--- src/design/lr_pkg.sv ---
// Shared types and constants for the line rasterizer.
package lr_pkg;

  localparam int COORD_BITS  = 12;
  localparam int DEC_BITS    = COORD_BITS + 2;
  localparam int STEP_BITS   = COORD_BITS;
  localparam int QUEUE_DEPTH = 4;
  localparam int QPTR_BITS   = $clog2(QUEUE_DEPTH);
  localparam int QCNT_BITS   = $clog2(QUEUE_DEPTH + 1);

  localparam logic MODE_START = 1'b0;
  localparam logic MODE_NEXT  = 1'b1;

  typedef logic signed [COORD_BITS-1:0] coord_t;
  typedef logic signed [DEC_BITS-1:0]   dec_t;
  typedef logic        [STEP_BITS-1:0]  step_t;

  localparam coord_t COORD_ONE = coord_t'(1);
  localparam step_t  STEP_ONE  = step_t'(1);

  typedef struct packed {
    logic   mode;
    coord_t start_x;
    coord_t start_y;
    coord_t end_x;
    coord_t end_y;
  } in_item_t;

  typedef struct packed {
    coord_t pixel_x;
    coord_t pixel_y;
    logic   valid_res;
    logic   last;
  } out_item_t;

  // Classified command handed from the front end to the stepper
  typedef struct packed {
    logic   mode;
    coord_t x0;
    coord_t y0;
    dec_t   decision;
    dec_t   diag_inc;
    dec_t   straight_inc;
    step_t  steps;
    logic   x_neg;
    logic   y_neg;
    logic   x_major;
  } cmd_t;

endpackage

--- src/design/line_rasterizer.sv ---
// Bresenham line rasterizer: one pixel per item along a line between two endpoints.
//
// Input channel (in_valid / in_stall / in_item): a mode 0 item starts a new line from
// start to end and yields the start pixel; each mode 1 item yields the next pixel, with
// last set on the end pixel. A mode 1 item with no line in progress yields valid_res 0
// and zero fields. A mode 0 item drops any line still in progress.
// Result channel (out_valid / out_stall / out_item): exactly one item out per item in,
// in order.
// An accepted item is loaded into the front register, written into the queue and then
// popped into the output register that drives out_valid and out_item.
// Throughput: one item per cycle while out_stall is low, set by the single add-and-compare
// step of the stepper; line setup is pipelined in the front end.
// When the receiver stalls, the output register holds its item and the four-entry queue
// plus the front register absorb further items before in_stall rises.
// Reset (rst_n low, synchronous) empties the pipeline and queue and clears the active
// line, so the first mode 1 item after reset returns valid_res 0.
module line_rasterizer import lr_pkg::*; (
  input  logic      clk,
  input  logic      rst_n,
  input  logic      in_valid,
  output logic      in_stall,
  input  in_item_t  in_item,
  output logic      out_valid,
  input  logic      out_stall,
  output out_item_t out_item
);

  logic push, pop, q_full, q_empty;
  cmd_t push_cmd, head;

  lr_front u_front (
    .clk        (clk),
    .rst_n      (rst_n),
    .in_valid   (in_valid),
    .in_stall   (in_stall),
    .in_item    (in_item),
    .queue_full (q_full),
    .push       (push),
    .push_cmd   (push_cmd)
  );

  lr_queue u_queue (
    .clk      (clk),
    .rst_n    (rst_n),
    .push     (push),
    .push_cmd (push_cmd),
    .pop      (pop),
    .head     (head),
    .full     (q_full),
    .empty    (q_empty)
  );

  lr_back u_back (
    .clk       (clk),
    .rst_n     (rst_n),
    .cmd_avail (!q_empty),
    .cmd       (head),
    .pop       (pop),
    .out_valid (out_valid),
    .out_stall (out_stall),
    .out_item  (out_item)
  );

endmodule

--- src/design/lr_front.sv ---
// Front end: accepts items, works out deltas, major axis and decision terms.
module lr_front import lr_pkg::*; (
  input  logic     clk,
  input  logic     rst_n,
  input  logic     in_valid,
  output logic     in_stall,
  input  in_item_t in_item,
  input  logic     queue_full,
  output logic     push,
  output cmd_t     push_cmd
);

  logic                 s1_valid_r, s1_valid_nxt;
  logic                 s1_mode_r;
  coord_t               s1_x0_r, s1_y0_r;
  step_t                s1_adx_r, s1_ady_r;
  logic                 s1_xneg_r, s1_yneg_r;

  logic signed [COORD_BITS:0] dx, dy;
  logic        [COORD_BITS:0] adx_full, ady_full;
  logic                       load;

  logic             x_major;
  step_t            major, minor;
  logic [DEC_BITS-1:0] minor2, major1, major2;

  // Stage 1: signed deltas and their magnitudes
  always_comb begin
    dx = {in_item.end_x[COORD_BITS-1], in_item.end_x}
       - {in_item.start_x[COORD_BITS-1], in_item.start_x};
    dy = {in_item.end_y[COORD_BITS-1], in_item.end_y}
       - {in_item.start_y[COORD_BITS-1], in_item.start_y};
    adx_full = dx[COORD_BITS] ? -dx : dx;
    ady_full = dy[COORD_BITS] ? -dy : dy;
  end

  assign in_stall = s1_valid_r && queue_full;
  assign load     = in_valid && !in_stall;
  assign push     = s1_valid_r && !queue_full;

  always_comb begin
    s1_valid_nxt = s1_valid_r;
    if (!s1_valid_r || !queue_full) begin
      s1_valid_nxt = in_valid;
    end
  end

  always_ff @(posedge clk) begin
    if (!rst_n) begin
      s1_valid_r <= 1'b0;
    end else begin
      s1_valid_r <= s1_valid_nxt;
    end
  end

  always_ff @(posedge clk) begin
    if (load) begin
      s1_mode_r <= in_item.mode;
      s1_x0_r   <= in_item.start_x;
      s1_y0_r   <= in_item.start_y;
      s1_adx_r  <= adx_full[COORD_BITS-1:0];
      s1_ady_r  <= ady_full[COORD_BITS-1:0];
      s1_xneg_r <= dx[COORD_BITS];
      s1_yneg_r <= dy[COORD_BITS];
    end
  end

  // Stage 2: pick major axis (y wins a tie) and form decision terms
  always_comb begin
    x_major = s1_adx_r > s1_ady_r;
    major   = x_major ? s1_adx_r : s1_ady_r;
    minor   = x_major ? s1_ady_r : s1_adx_r;
    minor2  = {1'b0, minor, 1'b0};
    major1  = {2'b00, major};
    major2  = {1'b0, major, 1'b0};

    push_cmd.mode         = s1_mode_r;
    push_cmd.x0           = s1_x0_r;
    push_cmd.y0           = s1_y0_r;
    push_cmd.decision     = minor2 - major1;
    push_cmd.diag_inc     = minor2 - major2;
    push_cmd.straight_inc = minor2;
    push_cmd.steps        = major;
    push_cmd.x_neg        = s1_xneg_r;
    push_cmd.y_neg        = s1_yneg_r;
    push_cmd.x_major      = x_major;
  end

endmodule

--- src/design/lr_queue.sv ---
// Short command queue between front end and stepper.
module lr_queue import lr_pkg::*; (
  input  logic clk,
  input  logic rst_n,
  input  logic push,
  input  cmd_t push_cmd,
  input  logic pop,
  output cmd_t head,
  output logic full,
  output logic empty
);

  cmd_t                 entry_r [QUEUE_DEPTH];
  logic [QPTR_BITS-1:0] wr_ptr_r, rd_ptr_r;
  logic [QCNT_BITS-1:0] count_r, count_nxt;

  assign full  = count_r == QCNT_BITS'(QUEUE_DEPTH);
  assign empty = count_r == '0;
  assign head  = entry_r[rd_ptr_r];

  always_comb begin
    count_nxt = count_r;
    if (push && !pop) begin
      count_nxt = count_r + QCNT_BITS'(1);
    end else if (pop && !push) begin
      count_nxt = count_r - QCNT_BITS'(1);
    end
  end

  always_ff @(posedge clk) begin
    if (!rst_n) begin
      wr_ptr_r <= '0;
      rd_ptr_r <= '0;
      count_r  <= '0;
    end else begin
      count_r <= count_nxt;
      if (push) begin
        wr_ptr_r <= (wr_ptr_r == QPTR_BITS'(QUEUE_DEPTH - 1)) ? '0 : wr_ptr_r + QPTR_BITS'(1);
      end
      if (pop) begin
        rd_ptr_r <= (rd_ptr_r == QPTR_BITS'(QUEUE_DEPTH - 1)) ? '0 : rd_ptr_r + QPTR_BITS'(1);
      end
    end
  end

  always_ff @(posedge clk) begin
    if (push) begin
      entry_r[wr_ptr_r] <= push_cmd;
    end
  end

endmodule

--- src/design/lr_back.sv ---
// Stepper: holds the line state; loads a line or advances it one pixel per command.
module lr_back import lr_pkg::*; (
  input  logic      clk,
  input  logic      rst_n,
  input  logic      cmd_avail,
  input  cmd_t      cmd,
  output logic      pop,
  output logic      out_valid,
  input  logic      out_stall,
  output out_item_t out_item
);

  logic      active_r, active_nxt;
  logic      out_valid_r;
  out_item_t out_r, out_nxt;
  coord_t    cur_x_r, cur_x_nxt, cur_y_r, cur_y_nxt;
  dec_t      decision_r, decision_nxt;
  dec_t      diag_inc_r, straight_inc_r;
  step_t     steps_r, steps_nxt;
  logic      x_neg_r, y_neg_r, x_major_r;

  logic   diag;
  coord_t x_stepped, y_stepped;

  assign pop       = cmd_avail && (!out_valid_r || !out_stall);
  assign out_valid = out_valid_r;
  assign out_item  = out_r;

  always_comb begin
    diag      = !decision_r[DEC_BITS-1];
    x_stepped = x_neg_r ? cur_x_r - COORD_ONE : cur_x_r + COORD_ONE;
    y_stepped = y_neg_r ? cur_y_r - COORD_ONE : cur_y_r + COORD_ONE;

    active_nxt   = active_r;
    cur_x_nxt    = cur_x_r;
    cur_y_nxt    = cur_y_r;
    decision_nxt = decision_r;
    steps_nxt    = steps_r;
    out_nxt      = '0;

    if (cmd.mode == MODE_START) begin
      active_nxt        = cmd.steps != '0;
      cur_x_nxt         = cmd.x0;
      cur_y_nxt         = cmd.y0;
      decision_nxt      = cmd.decision;
      steps_nxt         = cmd.steps;
      out_nxt.pixel_x   = cmd.x0;
      out_nxt.pixel_y   = cmd.y0;
      out_nxt.valid_res = 1'b1;
      out_nxt.last      = cmd.steps == '0;
    end else if (active_r) begin
      if (x_major_r) begin
        cur_x_nxt = x_stepped;
        cur_y_nxt = diag ? y_stepped : cur_y_r;
      end else begin
        cur_y_nxt = y_stepped;
        cur_x_nxt = diag ? x_stepped : cur_x_r;
      end
      decision_nxt      = decision_r + (diag ? diag_inc_r : straight_inc_r);
      steps_nxt         = steps_r - STEP_ONE;
      active_nxt        = steps_r != STEP_ONE;
      out_nxt.pixel_x   = cur_x_nxt;
      out_nxt.pixel_y   = cur_y_nxt;
      out_nxt.valid_res = 1'b1;
      out_nxt.last      = steps_r == STEP_ONE;
    end
  end

  always_ff @(posedge clk) begin
    if (!rst_n) begin
      active_r    <= 1'b0;
      out_valid_r <= 1'b0;
    end else begin
      if (pop) begin
        active_r    <= active_nxt;
        out_valid_r <= 1'b1;
      end else if (!out_stall) begin
        out_valid_r <= 1'b0;
      end
    end
  end

  always_ff @(posedge clk) begin
    if (pop) begin
      out_r      <= out_nxt;
      cur_x_r    <= cur_x_nxt;
      cur_y_r    <= cur_y_nxt;
      decision_r <= decision_nxt;
      steps_r    <= steps_nxt;
      if (cmd.mode == MODE_START) begin
        diag_inc_r     <= cmd.diag_inc;
        straight_inc_r <= cmd.straight_inc;
        x_neg_r        <= cmd.x_neg;
        y_neg_r        <= cmd.y_neg;
        x_major_r      <= cmd.x_major;
      end
    end
  end

endmodule

--- config.mk ---
export PLATFORM = sky130hd
export DESIGN_NAME = line_rasterizer
export DESIGN_NICKNAME = d
export VERILOG_FILES = /design/src/design/lr_pkg.sv /design/src/design/line_rasterizer.sv /design/src/design/lr_front.sv /design/src/design/lr_queue.sv /design/src/design/lr_back.sv
export SDC_FILE = /design/constraint.sdc
export NUM_CORES = 1
export LEC_CHECK = 0
export ABC_AREA = 1
export BUFFER_PORTS_ARGS = -buffer_cell sky130_fd_sc_hd__buf_2
export CAP_MARGIN = 20
export CORE_UTILIZATION = 30
export CTS_BUF_LIST = sky130_fd_sc_hd__clkbuf_8
export CTS_CLUSTER_SIZE = 12
export DETAILED_ROUTE_END_ITERATION = 16
export HOLD_SLACK_MARGIN = 0.05
export SLEW_MARGIN = 5
export SYNTH_ARGS = -nofsm -noshare
export SYNTH_HDL_FRONTEND = slang
export SYNTH_HIERARCHICAL = 1
export SYNTH_SLANG_ARGS = --single-unit
--- constraint.sdc ---
create_clock -name clk -period 4.43 [get_ports clk]
set_input_delay 0.443 -clock clk [delete_from_list [all_inputs] [get_ports clk]]
set_output_delay 0.443 -clock clk [all_outputs]
set_load 0.05 [all_outputs]
==> results of run 1 <==
[worst max-delay path, cell delays in order (launching register included)]
cell and delay, ns:
edfxtp_1 0.43, ha_1 0.40, nand2_1 0.11, inv_2 0.09
nand2_2 0.07, nor2_4 0.13, nand4_4 0.31, nand2_4 0.55
nand2_1 0.13, nand2_1 0.31, nand2_1 0.18, ha_1 0.22
o21bai_4 0.18, nand3_1 0.08, nand2_1 0.10, nand2_1 0.10
nand2_1 0.05, nand2_1 0.05, nand2_1 0.11
[flip-flops by register name, indices dropped and copies added, names as in the netlist, 2 cells and up, named ones only]
| register | cells |
|---|---|
| u_back/cur_x_r | 12 |
| u_back/cur_y_r | 12 |
| u_back/decision_r | 14 |
| u_back/diag_inc_r | 14 |
| u_back/out_item | 26 |
| u_back/steps_r | 12 |
| u_back/straight_inc_r | 14 |
| u_front/s1_adx_r | 12 |
| u_front/s1_ady_r | 12 |
| u_front/s1_x0_r | 12 |
| u_front/s1_y0_r | 12 |
| u_queue/count_r | 3 |
| u_queue/entry_r | 328 |
| u_queue/rd_ptr_r | 2 |
| u_queue/wr_ptr_r | 2 |
[routing by layer]
| metal | vias up | global-route usage (%) |
|---|---|---|
| met2 | 388 | 25.01 |
| met3 | 95 | 1.919 |
| li1 | 8451 | - |
| met1 | 8138 | 18.43 |
| met5 | - | 0 |
| met4 | 0 | 6.605 |
[cells by family (layout without fill, tap and decap cells)]
| logic type | Yosys count | count (layout) | share of synthesized area (%) |
|---|---|---|---|
| compound gates | 435 | 435 | 10.09 |
| simple gates | 967 | 967 | 16.69 |
| xor+xnor | 69 | 69 | 2.452 |
| fa+ha+maj | 91 | 91 | 4.832 |
| buf+inv | 307 | 491 | 5.741 |
| flops | 498 | 498 | 60.18 |
| other cells | 1 | 4 | 0.01521 |
[power by group]
part	leakage, µW	internal, µW	switching [µW]
combinational	0.00560	3090	7230
clock	0.000868	2030	1840
sequential	0.00461	7190	496
total	0.0111	12300	9560
[area by class of cell]
cell class,instances,area share [%]
sequential,498,53.24
multi-input combinational,1565,30.27
tap,1060,4.759
clock buffer,85,4.198
timing repair buffer,128,3.152
inverter,219,2.994
clock inverter,59,1.374
antenna,1,0.008979
[metrics by stage]
step / std cells / util, %
finish: 3615 / 34.43
global route: 3615 / 34.43
CTS: 3614 / 34.43
detailed placement: 3443 / 32.18
global placement: 3443 / 32.18
floorplan: 2370 / -
[cell usage after synthesis, types with 3 or more instances]
library cell,instances
a21boi_2,3
a21o_1,4
a21oi_1,84
a21oi_2,3
a31oi_1,12
and2_1,6
buf_2,31
buf_4,15
buf_6,18
clkbuf_1,20
dfxtp_1,12
edfxtp_1,486
fa_1,7
ha_1,84
inv_1,204
inv_2,12
nand2_1,470
nand2_2,26
nand2_4,4
nand3_1,112
nand3b_1,9
nand4_1,21
nor2_1,274
nor2_2,4
nor3_1,19
nor4_1,5
o21ai_0,134
o21ai_1,77
o21ai_2,22
o21bai_1,4
o22ai_1,81
or2_2,6
xnor2_1,23
xor2_1,46
[timing repair]
action	CTS	global route
gates resized for setup	0	0
hold buffers	27	0
endpoints found under the hold margin	27	0
[path summary, 6_finish.rpt]
check             slack, ns                           from                               end  cells after the start
hold / removal         0.13                          rst_n   u_queue/count_r[2]$_SDFFE_PN0P_                      3
hold reg to reg        0.50  u_front/s1_y0_r[10]$_DFFE_PP_  u_queue/entry_r[0][67]$_DFFE_PP_                      0
setup / recovery       0.52  u_front/s1_adx_r[7]$_DFFE_PP_  u_queue/entry_r[3][38]$_DFFE_PP_                     18
setup reg to reg       0.52  u_front/s1_adx_r[7]$_DFFE_PP_  u_queue/entry_r[3][38]$_DFFE_PP_                     18
==> flow_metrics.env, run 1 <==
export IMPL_status="completed"
export IMPL_gp_congestion=0.8859
export IMPL_antenna_found_initial=1
export IMPL_critPathMaxFanout=49
export IMPL_initial_utilization_pct=30.45
export IMPL_worst_pin_slew_ns=0.9907
export IMPL_grt_pass1_wl_um=93650
export IMPL_hold_violations=0
export IMPL_top_layer="met4"
export IMPL_final_setup_tns_ns=0
export IMPL_die_h_um=288.6
export IMPL_multi_input_area_mm2=0.008437
export IMPL_synthCells=2368
export IMPL_synthArstFlopShare_pct=0
export IMPL_dr_pass1_iters=5
export IMPL_postCtsSetupBuffers=0
export IMPL_setup_viol=0
export IMPL_rsz0062_at_grt="no"
export IMPL_hold_class="in -> reg"
export IMPL_placed_cell_area_mm2=0.02605
export IMPL_min_period_ns=3.912
export IMPL_syn_avg_cell_area_um2=10.41
export IMPL_grt_overflow=0
export IMPL_ys_flop_type="edfxtp_1"
export IMPL_drive_gt1_share_pct=12.06
export IMPL_period_share_pct=88.30
export IMPL_max_cap_viol_count=0
export IMPL_critPathCaptureType="register"
export IMPL_routed_wl_um=61100
export IMPL_grt_pass1_vias=16660
export IMPL_clk_pin_slew_worst_paths_ns=0.06
export IMPL_wl_met1_um=27000
export IMPL_htree_levels=3
export IMPL_clk_latency_ns=0.68
export IMPL_port_buffers=80
export IMPL_drc=0
export IMPL_grt_max_degree=104
export IMPL_final_nets=2639
export IMPL_place_ws_ns=0.5421
export IMPL_dieArea_mm2=0.08331
export IMPL_synth_edf_count=486
export IMPL_synth_top_area_share_pct=59.21
export IMPL_die_width_um=288.6
export IMPL_ys_seq_area_share_pct=60.18
export IMPL_dp_hpwl_um=40340
export IMPL_ir_worst_vdd_uv=408.5
export IMPL_ff_latch_area_mm2=0.01484
export IMPL_root_buffer="clkbuf_8"
export IMPL_drtIter0Drc=1140
export IMPL_layout_commonest_cell="edfxtp_1"
export IMPL_worstPathRequired_ns=4.81
export IMPL_layout_area_overhead_vs_synth_pct=13.07
export IMPL_fmax_mhz=255.6
export IMPL_arrival_ns=4.30
export IMPL_grt_total_usage_pct=14.64
export IMPL_final_area_mm2=0.02787
export IMPL_met3_length_um=2602
export IMPL_final_antenna_net_count=0
export IMPL_start_kind="register"
export IMPL_num_rows=104
export IMPL_dr_wl_met2_um=29470
export IMPL_core_mm2=0.08094
export IMPL_setup_ws_ns=0.5184
export IMPL_drv_slew=0
export IMPL_mostFrequentLayoutCells="486 x edfxtp_1, 470 x nand2_1, 271 x nor2_1"
export IMPL_cts_sinks=498
export IMPL_leakagePower_uw=0.01108
export IMPL_cts_buffers=83
export IMPL_synthTopCellsByArea="edfxtp_1 59%, nand2_1 7.2%, ha_1 4.3%, nor2_1 4.2%, inv_1 3.1%"
export IMPL_io_pins=81
export IMPL_synth_cell_area_mm2=0.02465
export IMPL_fin_hold_ws_ns=0.1297
export IMPL_yosysTopAreaCell="edfxtp_1"
export IMPL_finalPower_uw=21880
export IMPL_slew_headroom_pct=33.96
export IMPL_routedWlPerCell_um=16.90
export IMPL_synth_seq_cells=498
export IMPL_route_vias_total=17070
export IMPL_fill_cells=8078
export IMPL_skew_ns=0.04705
export IMPL_cts_tree="built"
export IMPL_yosysWarnings=6
export IMPL_clockBufferDepth=3
export IMPL_path_class="reg -> reg"
export IMPL_cellPowerDensity_mw_per_mm2=784.9
export IMPL_ys_types=56
export IMPL_post_drt_via_cell_ratio=4.723
Note: power is estimated with default switching activity, not from simulation.
==> inputs of run 2 (changes only) <==
Settings changed: CORE_UTILIZATION 30 to 50, PLACE_DENSITY set to 0.69.
==> flow_metrics.env, run 2 (synthesized netlist as in run 1, its figures left out) <==
export IMPL_routed_wl_um=59140
export IMPL_dr_pass1_iters=5
export IMPL_routedWlPerCell_um=18.40
export IMPL_critPathMaxFanout=35
export IMPL_layout_commonest_cell="edfxtp_1"
export IMPL_path_cells="ha_1 -> nand2_1 -> inv_2 -> nand2_2 -> nor2_4 -> nand2_2 -> nand3_4 -> nand2_4 -> nand2_1 -> nand2_1 -> fa_1 -> nand3b_1 -> a21boi_2 -> nand3_1 -> nand3_1 -> nand2_1"
export IMPL_p_sw_uw=9560
export IMPL_start_kind="register"
export IMPL_cts_buffers=83
export IMPL_clockBufferDepth=3
export IMPL_path_class="reg -> reg"
export IMPL_switching_share_pct=43.56
export IMPL_num_rows=80
export IMPL_placed_cell_area_mm2=0.02551
export IMPL_grt_overflow=0
export IMPL_drtIter0Drc=1456
export IMPL_drc=0
export IMPL_cts_resized=0
export IMPL_period_share_pct=86.60
export IMPL_worst_pin_slew_ns=1.057
export IMPL_grt_max_degree=161
export IMPL_drive_gt1_share_pct=11.92
export IMPL_final_area_mm2=0.02737
export IMPL_largest_register_ffs=328
export IMPL_min_period_ns=3.836
export IMPL_arrival_ns=4.21
export IMPL_route_vias_total=17330
export IMPL_worstPathRequired_ns=4.80
export IMPL_mostFrequentLayoutCells="486 x edfxtp_1, 470 x nand2_1, 271 x nor2_1"
export IMPL_cts_tree="built"
export IMPL_grt_pass1_wl_um=92270
export IMPL_skew_ns=0.06883
export IMPL_critPathCaptureType="register"
export IMPL_port_buffers=80
export IMPL_clockPowerShare_pct=17.7
export IMPL_critical_path_top_delay_family="simple AND/OR/NAND/NOR gates"
export IMPL_drv_slew=0
export IMPL_die_width_um=224.0
export IMPL_status="completed"
export IMPL_max_cap_viol_count=0
export IMPL_cpPeakStageDelay_ns=0.48
export IMPL_regMostFlops="u_queue/entry_r"
export IMPL_io_pins=81
export IMPL_initial_utilization_pct=51.20
export IMPL_antenna_found_initial=1
export IMPL_htree_levels=3
export IMPL_core_mm2=0.04815
export IMPL_internal_power_uw=12390
export IMPL_seqPwrFrac_pct=35.0
export IMPL_crit_slowest_cell="fa_1"
export IMPL_place_ws_ns=0.6714
export IMPL_grt_pass1_vias=16730
export IMPL_final_antenna_net_count=0
export IMPL_cts_sinks=498
export IMPL_hold_violations=0
export IMPL_cellPowerDensity_mw_per_mm2=801.7
export IMPL_dp_hpwl_um=39510
export IMPL_ir_worst_vdd_uv=578.2
export IMPL_rsz0062_at_grt="no"
export IMPL_die_h_um=224.0
export IMPL_crit_path_frequent_cell="nand2_1"
export IMPL_root_buffer="clkbuf_8"
export IMPL_fmax_mhz=260.7
export IMPL_clk_latency_ns=0.69
export IMPL_leakagePower_uw=0.01115
export IMPL_hold_class="in -> reg"
export IMPL_final_setup_tns_ns=0
export IMPL_grt_total_usage_pct=23.93
export IMPL_fin_hold_ws_ns=0.1207
export IMPL_layout_area_overhead_vs_synth_pct=11.06
export IMPL_setup_viol=0
export IMPL_cp_num_buf_inv=1
export IMPL_post_drt_via_cell_ratio=5.391
export IMPL_slew_headroom_pct=29.56
export IMPL_gp_congestion=0.9088
export IMPL_combPwrFrac_pct=47.3
export IMPL_clk_pin_slew_worst_paths_ns=0.06
export IMPL_final_nets=2641
export IMPL_setup_ws_ns=0.5938
export IMPL_dieArea_mm2=0.05019
-- run 2: cell count changes in the layout (fill, tap and decap cells not counted), sizes merged --
cell	previous run	this run
buf	101	104
dlygate4sd3	27	26
bufinv	4	5
inv	238	255
clkinv	34	18
-- run 2: metrics by stage --
stage / std cells / total power [µW] / utilization (%)
floorplan: 2370 / 15350 / -
global placement: 3041 / 17790 / 52.99
detailed placement: 3041 / 17990 / 52.99
CTS: 3213 / 21930 / 56.81
global route: 3214 / 23490 / 56.85
finish: 3215 / 21950 / 56.86
-- run 2: power by group through the flow --
stage	Combinational [µW]	Clock (µW)	Sequential [µW]
after global placement	10000	0	7760
after detailed placement	10200	0	7780
after global routing	11500	4160	7790
after CTS	10300	3960	7700
final	10400	3880	7690
after floorplan	7280	0	8070
-- run 2: path summary, 6_finish.rpt --
check / from / to / slack [ns] / depth (start not counted)
max: u_front/s1_adx_r[6]$_DFFE_PP_ / u_queue/entry_r[0][51]$_DFFE_PP_ / 0.59 / 16
min: in_valid / u_front/s1_valid_r$_SDFFE_PN0N_ / 0.12 / 3
max reg2reg: u_front/s1_adx_r[6]$_DFFE_PP_ / u_queue/entry_r[0][51]$_DFFE_PP_ / 0.59 / 16
min reg2reg: u_front/s1_y0_r[8]$_DFFE_PP_ / u_queue/entry_r[0][65]$_DFFE_PP_ / 0.49 / 0
-- run 2: area by class of cell --
cell class / instances / area [µm²]
fillers: 4005 / 20770
flip-flops and latches: 498 / 14840
multi-input cells: 1565 / 8437
clock buffers: 85 / 1170
repair buffers: 130 / 865.8
inverters: 219 / 832.0
well taps: 656 / 820.8
clock inverters: 61 / 406.6
diodes: 1 / 2.502
-- run 2: layer usage --
layer	track usage, %	vias to the layer above	wire, µm
met5	0	-	0
met4	8.484	0	1486
met3	3.817	100	3331
met2	38.73	516	27700
met1	32.73	8250	26630
li1	-	8466	-
-- run 2: repair_timing --
| action | in CTS | in global routing |
|---|---|---|
| setup buffers | 0 | 0 |
| hold buffers | 26 | 0 |
| endpoints found under the setup margin | 0 | 0 |
| endpoints found under the hold margin | 26 | 0 |
-- run 2: worst register-to-register path: cells and delay by family (launching register included) --
kind                       cells  cell delay [ns]
DFF                            1             0.46
buffers and inverters          1             0.10
and+or+nand+nor               12             1.89
AOI/OAI and AO/OA              1             0.20
adders and majority gates      2             0.88
